$ cat src/hdl/per_type_record_statistics_defines.svh
// ----------------------------------------------------------------------------
// Assertion macros for the per-type record statistics block.
// Each macro checks an implication on the rising clock edge outside reset.
// ----------------------------------------------------------------------------
`ifndef PER_TYPE_RECORD_STATISTICS_DEFINES_SVH
`define PER_TYPE_RECORD_STATISTICS_DEFINES_SVH

// Consequent must hold in the same cycle as the antecedent.
`define PST_ASSERT_NOW(label, clk, rst, ante, cons) \
  label: assert property (@(posedge clk) disable iff (rst) (ante) |-> (cons)) \
    else $error("assertion failed");

// Consequent must hold in the cycle after the antecedent.
`define PST_ASSERT_NEXT(label, clk, rst, ante, cons) \
  label: assert property (@(posedge clk) disable iff (rst) (ante) |=> (cons)) \
    else $error("assertion failed");

`endif

$ cat src/hdl/pst_pkg.sv
// ----------------------------------------------------------------------------
// pst_pkg
// Types and constants shared by the record statistics modules.
// ----------------------------------------------------------------------------
`timescale 1ns / 1ps

package pst_pkg;

  localparam logic [1:0] REQ_DGRAM  = 2'd0;
  localparam logic [1:0] REQ_RECORD = 2'd1;
  localparam logic [1:0] REQ_READ   = 2'd2;

  localparam logic [5:0] SEL_TRANS   = 6'd0;
  localparam logic [5:0] SEL_ENTRIES = 6'd1;
  localparam logic [5:0] SEL_ZERO    = 6'd2;
  localparam logic [5:0] SEL_PMIN    = 6'd3;
  localparam logic [5:0] SEL_PMAX    = 6'd4;
  localparam logic [5:0] SEL_VMIN    = 6'd5;
  localparam logic [5:0] SEL_VMAX    = 6'd6;
  localparam logic [5:0] SEL_LMIN    = 6'd7;
  localparam logic [5:0] SEL_LMAX    = 6'd8;
  localparam logic [5:0] SEL_SMIN    = 6'd9;
  localparam logic [5:0] SEL_SMAX    = 6'd10;
  localparam logic [5:0] SEL_LVMIN   = 6'd11;
  localparam logic [5:0] SEL_LVMAX   = 6'd12;
  localparam logic [5:0] SEL_DMIN    = 6'd13;
  localparam logic [5:0] SEL_DMAX    = 6'd14;
  localparam logic [5:0] SEL_DTOTAL  = 6'd15;
  localparam logic [5:0] SEL_TB_BASE = 6'd16;
  localparam logic [5:0] SEL_BT_BASE = 6'd33;
  localparam logic [5:0] SEL_LAST    = 6'd49;

  localparam int STOP_BIT = 15;

  typedef struct packed {
    logic [1:0]  req_type;
    logic [4:0]  transition_id;
    logic [63:0] time_stamp;
    logic [6:0]  type_id;
    logic [30:0] payload_size;
    logic [14:0] type_version;
    logic [23:0] source_log;
    logic [31:0] source_phy;
    logic [7:0]  source_level;
    logic [7:0]  nest_depth;
    logic [31:0] damage_word;
    logic [5:0]  stat_select;
  } pst_in_t;

  typedef struct packed {
    logic        time_out_of_order;
    logic        any_damage;
    logic        stop_walk;
    logic [31:0] read_value;
  } pst_out_t;

  typedef struct packed {
    logic [31:0] entries;
    logic [31:0] zero_cnt;
    logic [31:0] dmg_total;
    logic [30:0] pay_min;
    logic [30:0] pay_max;
    logic [14:0] ver_min;
    logic [14:0] ver_max;
    logic [23:0] log_min;
    logic [23:0] log_max;
    logic [31:0] phy_min;
    logic [31:0] phy_max;
    logic [23:0] lvl_min;
    logic [7:0]  lvl_max;
    logic [23:0] dep_min;
    logic [7:0]  dep_max;
  } stat_row_t;

  localparam stat_row_t STAT_ROW_RESET = '{
    entries:   32'd0,
    zero_cnt:  32'd0,
    dmg_total: 32'd0,
    pay_min:   31'd11111111,
    pay_max:   31'd0,
    ver_min:   15'd111,
    ver_max:   15'd0,
    log_min:   24'd11111111,
    log_max:   24'd0,
    phy_min:   32'd1111111111,
    phy_max:   32'd0,
    lvl_min:   24'd11111111,
    lvl_max:   8'd0,
    dep_min:   24'd11111111,
    dep_max:   8'd0
  };

  typedef struct packed {
    logic rd;
    logic upd_rec;
    logic upd_dgram;
  } pst_ctl_t;

  typedef enum logic [1:0] {
    ST_CLEAR,
    ST_IDLE,
    ST_EXEC
  } pst_state_t;

endpackage

$ cat src/hdl/pst_global.sv
// ----------------------------------------------------------------------------
// pst_global
// Transition counters, per-bit damage totals and the previous datagram time.
// ----------------------------------------------------------------------------
`timescale 1ns / 1ps

module pst_global
  import pst_pkg::*;
#(
  parameter int NUM_TRANSITIONS = 32,
  parameter int DAMAGE_BITS     = 17,
  parameter int TRANS_AW        = 5,
  parameter int BIT_AW          = 5
) (
  input  logic        clk,
  input  logic        rst,
  input  pst_ctl_t    ctl,
  input  pst_in_t     rec,
  output logic        late,
  output logic [31:0] trans_val,
  output logic [31:0] bit_val
);

  logic [31:0]         trans_cnt [NUM_TRANSITIONS];
  logic [31:0]         bit_tot   [DAMAGE_BITS];
  logic [63:0]         prev_time;
  logic                tr_ok;
  logic [TRANS_AW-1:0] tr_idx;
  logic [5:0]          bidx;
  logic                bit_ok;

  always_comb begin
    tr_ok     = int'(rec.transition_id) < NUM_TRANSITIONS;
    tr_idx    = TRANS_AW'(rec.transition_id);
    late      = prev_time > rec.time_stamp;
    trans_val = tr_ok ? trans_cnt[tr_idx] : 32'd0;
    bidx      = rec.stat_select - SEL_BT_BASE;
    bit_ok    = (rec.stat_select >= SEL_BT_BASE) && (rec.stat_select <= SEL_LAST)
                && (int'(bidx) < DAMAGE_BITS);
    bit_val   = bit_ok ? bit_tot[bidx[BIT_AW-1:0]] : 32'd0;
  end

  always_ff @(posedge clk) begin
    if (rst) begin
      prev_time <= '0;
      for (int i = 0; i < NUM_TRANSITIONS; i++) trans_cnt[i] <= '0;
      for (int b = 0; b < DAMAGE_BITS; b++) bit_tot[b] <= '0;
    end else begin
      if (ctl.upd_dgram) begin
        prev_time <= rec.time_stamp;
        if (tr_ok) trans_cnt[tr_idx] <= trans_cnt[tr_idx] + 32'd1;
      end
      if (ctl.upd_rec) begin
        for (int b = 0; b < DAMAGE_BITS; b++) begin
          bit_tot[b] <= bit_tot[b] + {31'd0, rec.damage_word[b]};
        end
      end
    end
  end

endmodule

$ cat config.mk
export PLATFORM = sky130hd
export DESIGN_NAME = pst_global
export DESIGN_NICKNAME = d
export VERILOG_FILES = /design/src/hdl/per_type_record_statistics_defines.svh /design/src/hdl/pst_pkg.sv /design/src/hdl/pst_global.sv
export SDC_FILE = /design/constraint.sdc
export NUM_CORES = 2
export LEC_CHECK = 0
export BUFFER_PORTS_ARGS = -buffer_cell sky130_fd_sc_hd__buf_2
export CORE_ASPECT_RATIO = 1.1
export CORE_MARGIN = 4
export CORE_UTILIZATION = 63
export CTS_BUF_LIST = sky130_fd_sc_hd__clkbuf_4 sky130_fd_sc_hd__clkbuf_8 sky130_fd_sc_hd__clkbuf_16
export CTS_CLUSTER_SIZE = 12
export DETAILED_ROUTE_END_ITERATION = 8
export MAX_ROUTING_LAYER = met4
export PLACE_DENSITY = 0.81
export REMOVE_ABC_BUFFERS = 1
export SYNTH_ARGS = -nofsm -noshare
export SYNTH_HDL_FRONTEND = slang
export SYNTH_SLANG_ARGS = --single-unit
$ cat constraint.sdc
create_clock -name clk -period 12.3 [get_ports clk]
set_clock_uncertainty 0.05 [all_clocks]
set_input_delay 2.46 -clock clk [delete_from_list [all_inputs] [get_ports clk]]
set_output_delay 2.46 -clock clk [all_outputs]
set_load 0.05 [all_outputs]
==> impl_metrics.tcl <==
set metrics [dict create \
    hold_viol 0 \
    synth_area_leaders "edfxtp_1, nor2_1, mux2i_1" \
    drtIter0Drc 7888 \
    drv_slew 0 \
    fmax_mhz 113.2 \
    postSynthCellCount 6608 \
    postCtsSetupRepairBufs 0 \
    rows 137 \
    p_clk_share_pct 38.1 \
    yosysTopAreaCellShare_pct 58.48 \
    p_leak_nw 32.22 \
    async_flop_share_pct 0 \
    layout_common_cells "nor2_1, edfxtp_1, mux2i_1" \
    num_vias 56250 \
    grt_pass1_wl_um 339400 \
    arrival_ps 6320 \
    ys_seq_area_share_pct 60.07 \
    ant_nets 0 \
    firstDrtPassIters 8 \
    path_clk_slew_ps 50 \
    pwr-share-comb_pct 10.1 \
    ir_drop_mv 0.1561 \
    layout.nets 6970 \
    dieArea_mm2 0.1336 \
    grt_setup_unrepaired "false" \
    cts_tree "built" \
    die_x_um 348.9 \
    cts_max_level 4 \
    ys_seq_elements 1632 \
    place_congestion 0.8783 \
    totalWireLength_um 228500 \
    internal_power_mw 9.446 \
    root_buffer "clkbuf_16" \
    cp_max_fo 95 \
    synth_cell_type_count 61 \
    critPathCaptureType "output port" \
    worst_slew_pin_slew_ps 1327 \
    yosys_warnings 0 \
    worstSkewPairLatency_ps 810 \
    antenna_found_initial 12 \
    status "complete, but fails checks" \
    setup_tns_ps 0 \
    port_buffers 160 \
    total_power_mw 12.60 \
    synth_flop_cell "edfxtp_1" \
    dpl.hpwl_um 130800 \
    seqCellArea_mm2 0.04837 \
    final_common_cell "nor2_1" \
    cts_buffer_depth 3 \
    numCtsBuffers 166 \
    syn_avg_cell_area_um2 12.18 \
    holdBufCountCts 0 \
    syn_to_final_growth_pct 9.530 \
    hold_path_class "reg2reg" \
    grt_max_degree 128 \
    min_period_over_period_pct 71.82 \
    power.density_mw_per_mm2 142.8 \
    period_minus_slack_ps 8833 \
    seqPwrFrac_pct 51.9 \
    met3_usage_pct 8.309 \
    drive_gt1_share_pct 13.03 \
    via_per_inst 6.702 \
    grt.met2_usage_pct 55.43 \
    start_util_pct 63.48 \
    p_sw_share_pct 25.02 \
    path_class "in2out" \
    setup_viol 0 \
    failed_checks "DRC" \
    groute.usage.overall_pct 34.94 \
    required_ps 9790 \
    synth_edf_count 1568 \
    overflow 0 \
    die_h_um 383.0 \
    drc 4 \
    cts_resized 0 \
    io_pins 304 \
    wl_per_cell_um 27.23 \
    core_area_mm2 0.1268 \
    fillers 8450 \
    synth_area_leader_cell "edfxtp_1" \
    multi_input_area_mm2 0.03048 \
    max_cap_viol_count 0 \
    syn_area_mm2 0.08052 \
    slew_headroom_pct 11.46 \
    grt-busiest-layer "met2" \
    grt_pass1_vias 56050 \
    cp-start-kind "input port" \
    cts_sinks 1632 \
    switchingPower_mw 3.151 \
    grt_use_met1_pct 40.81 \
]
[power by group through the flow]
stage / clock network [mW] / logic (mW) / registers [mW]
after detailed placement: 0 / 1.23 / 6.64
after floorplan: 0 / 0.791 / 6.61
after CTS: 4.81 / 1.24 / 6.53
after global placement: 0 / 1.21 / 6.62
final: 4.79 / 1.27 / 6.53
after global routing: 5.05 / 1.33 / 6.56
[layer usage]
layer  vias to the layer above  share of wire (%)  wire length (um)
met1                     27280                 33             75140
met4                         0                7.7             17620
met2                      3883                 47            108500
met3                      1124                 12             27330
li1                      23970                  -                 -
met5                         -                  0                 0
[sequential cells by signal (all words and copies together) (netlist names)]
signal,flops
trans_cnt,1024
bit_tot,544
prev_time,64
[cells by family (layout without fill, tap and decap cells)]
kind of cell	count (synthesis)	count (layout)	synth area share [%]
AOI/OAI and AO/OA	427	427	3.153
xor gates and xnor gates	479	479	5.210
adders and majority gates	102	102	1.585
buffers and inverters	529	634	2.785
DFF	1632	1632	60.07
muxes	746	746	12.13
other	0	12	0
and+or+nand+nor	2693	2693	15.07
[cell type report]
cell class,count,share of cell area (%)
timing repair buffer,291,2.141
multi-input combinational,4447,34.56
antenna,12,0.03405
clock inverter,48,0.5675
inverter,91,0.3873
sequential,1632,54.84
tap,1668,2.366
clock buffer,204,5.100
[metrics by stage]
step | hold slack (ps) | instances | cell area, um2 | util, % | setup slack (ps)
finish | 446.1 | 8393 | 88190 | 69.53 | 3467
floorplan | 410.4 | 6170 | 78620 | - | 311.9
detailed placement | 439.7 | 8128 | 83140 | 65.54 | 3604
global placement | 425.0 | 8128 | 83140 | 65.54 | 3652
global route | 478.5 | 8392 | 88190 | 69.52 | 3435
CTS | 453.6 | 8380 | 88140 | 69.48 | 3550
[worst max-delay path, stage by stage]
cell      delay, ps
clkbuf_8        310
inv_1           140
ha_4            620
buf_12          510
mux4_2          650
mux4_2          510
mux2i_1         580
nor2_1           80
buf_2           250
[final timing paths]
| check | from | endpoint | slack, ps | cells past startpoint |
|---|---|---|---|---|
| max | rec[0] | bit_val[16] | 3470 | 9 |
| min | prev_time[60] | prev_time[60] | 450 | 2 |
| max reg2reg | trans_cnt[3][1] | trans_cnt[2][18] | 7950 | 12 |
| min reg2reg | prev_time[60] | prev_time[60] | 450 | 2 |
[synth_stat cells (all sizes together), types with 6 or more instances]
master,number
o22ai,232
or3,61
inv,91
buf,131
mux4,184
nor3,77
nand4,108
and4,32
edfxtp,1568
nor2,1611
a22oi,13
nor4,71
and3,101
clkbuf,307
mux2i,562
a21oi,81
xor2,348
a21o,14
xnor2,131
and2,51
o21ai,77
ha,102
nand2,288
nand4bb,6
nor2b,16
dfxtp,64
nand2b,39
nand3,208
Power figures use the tool's default switching activity.
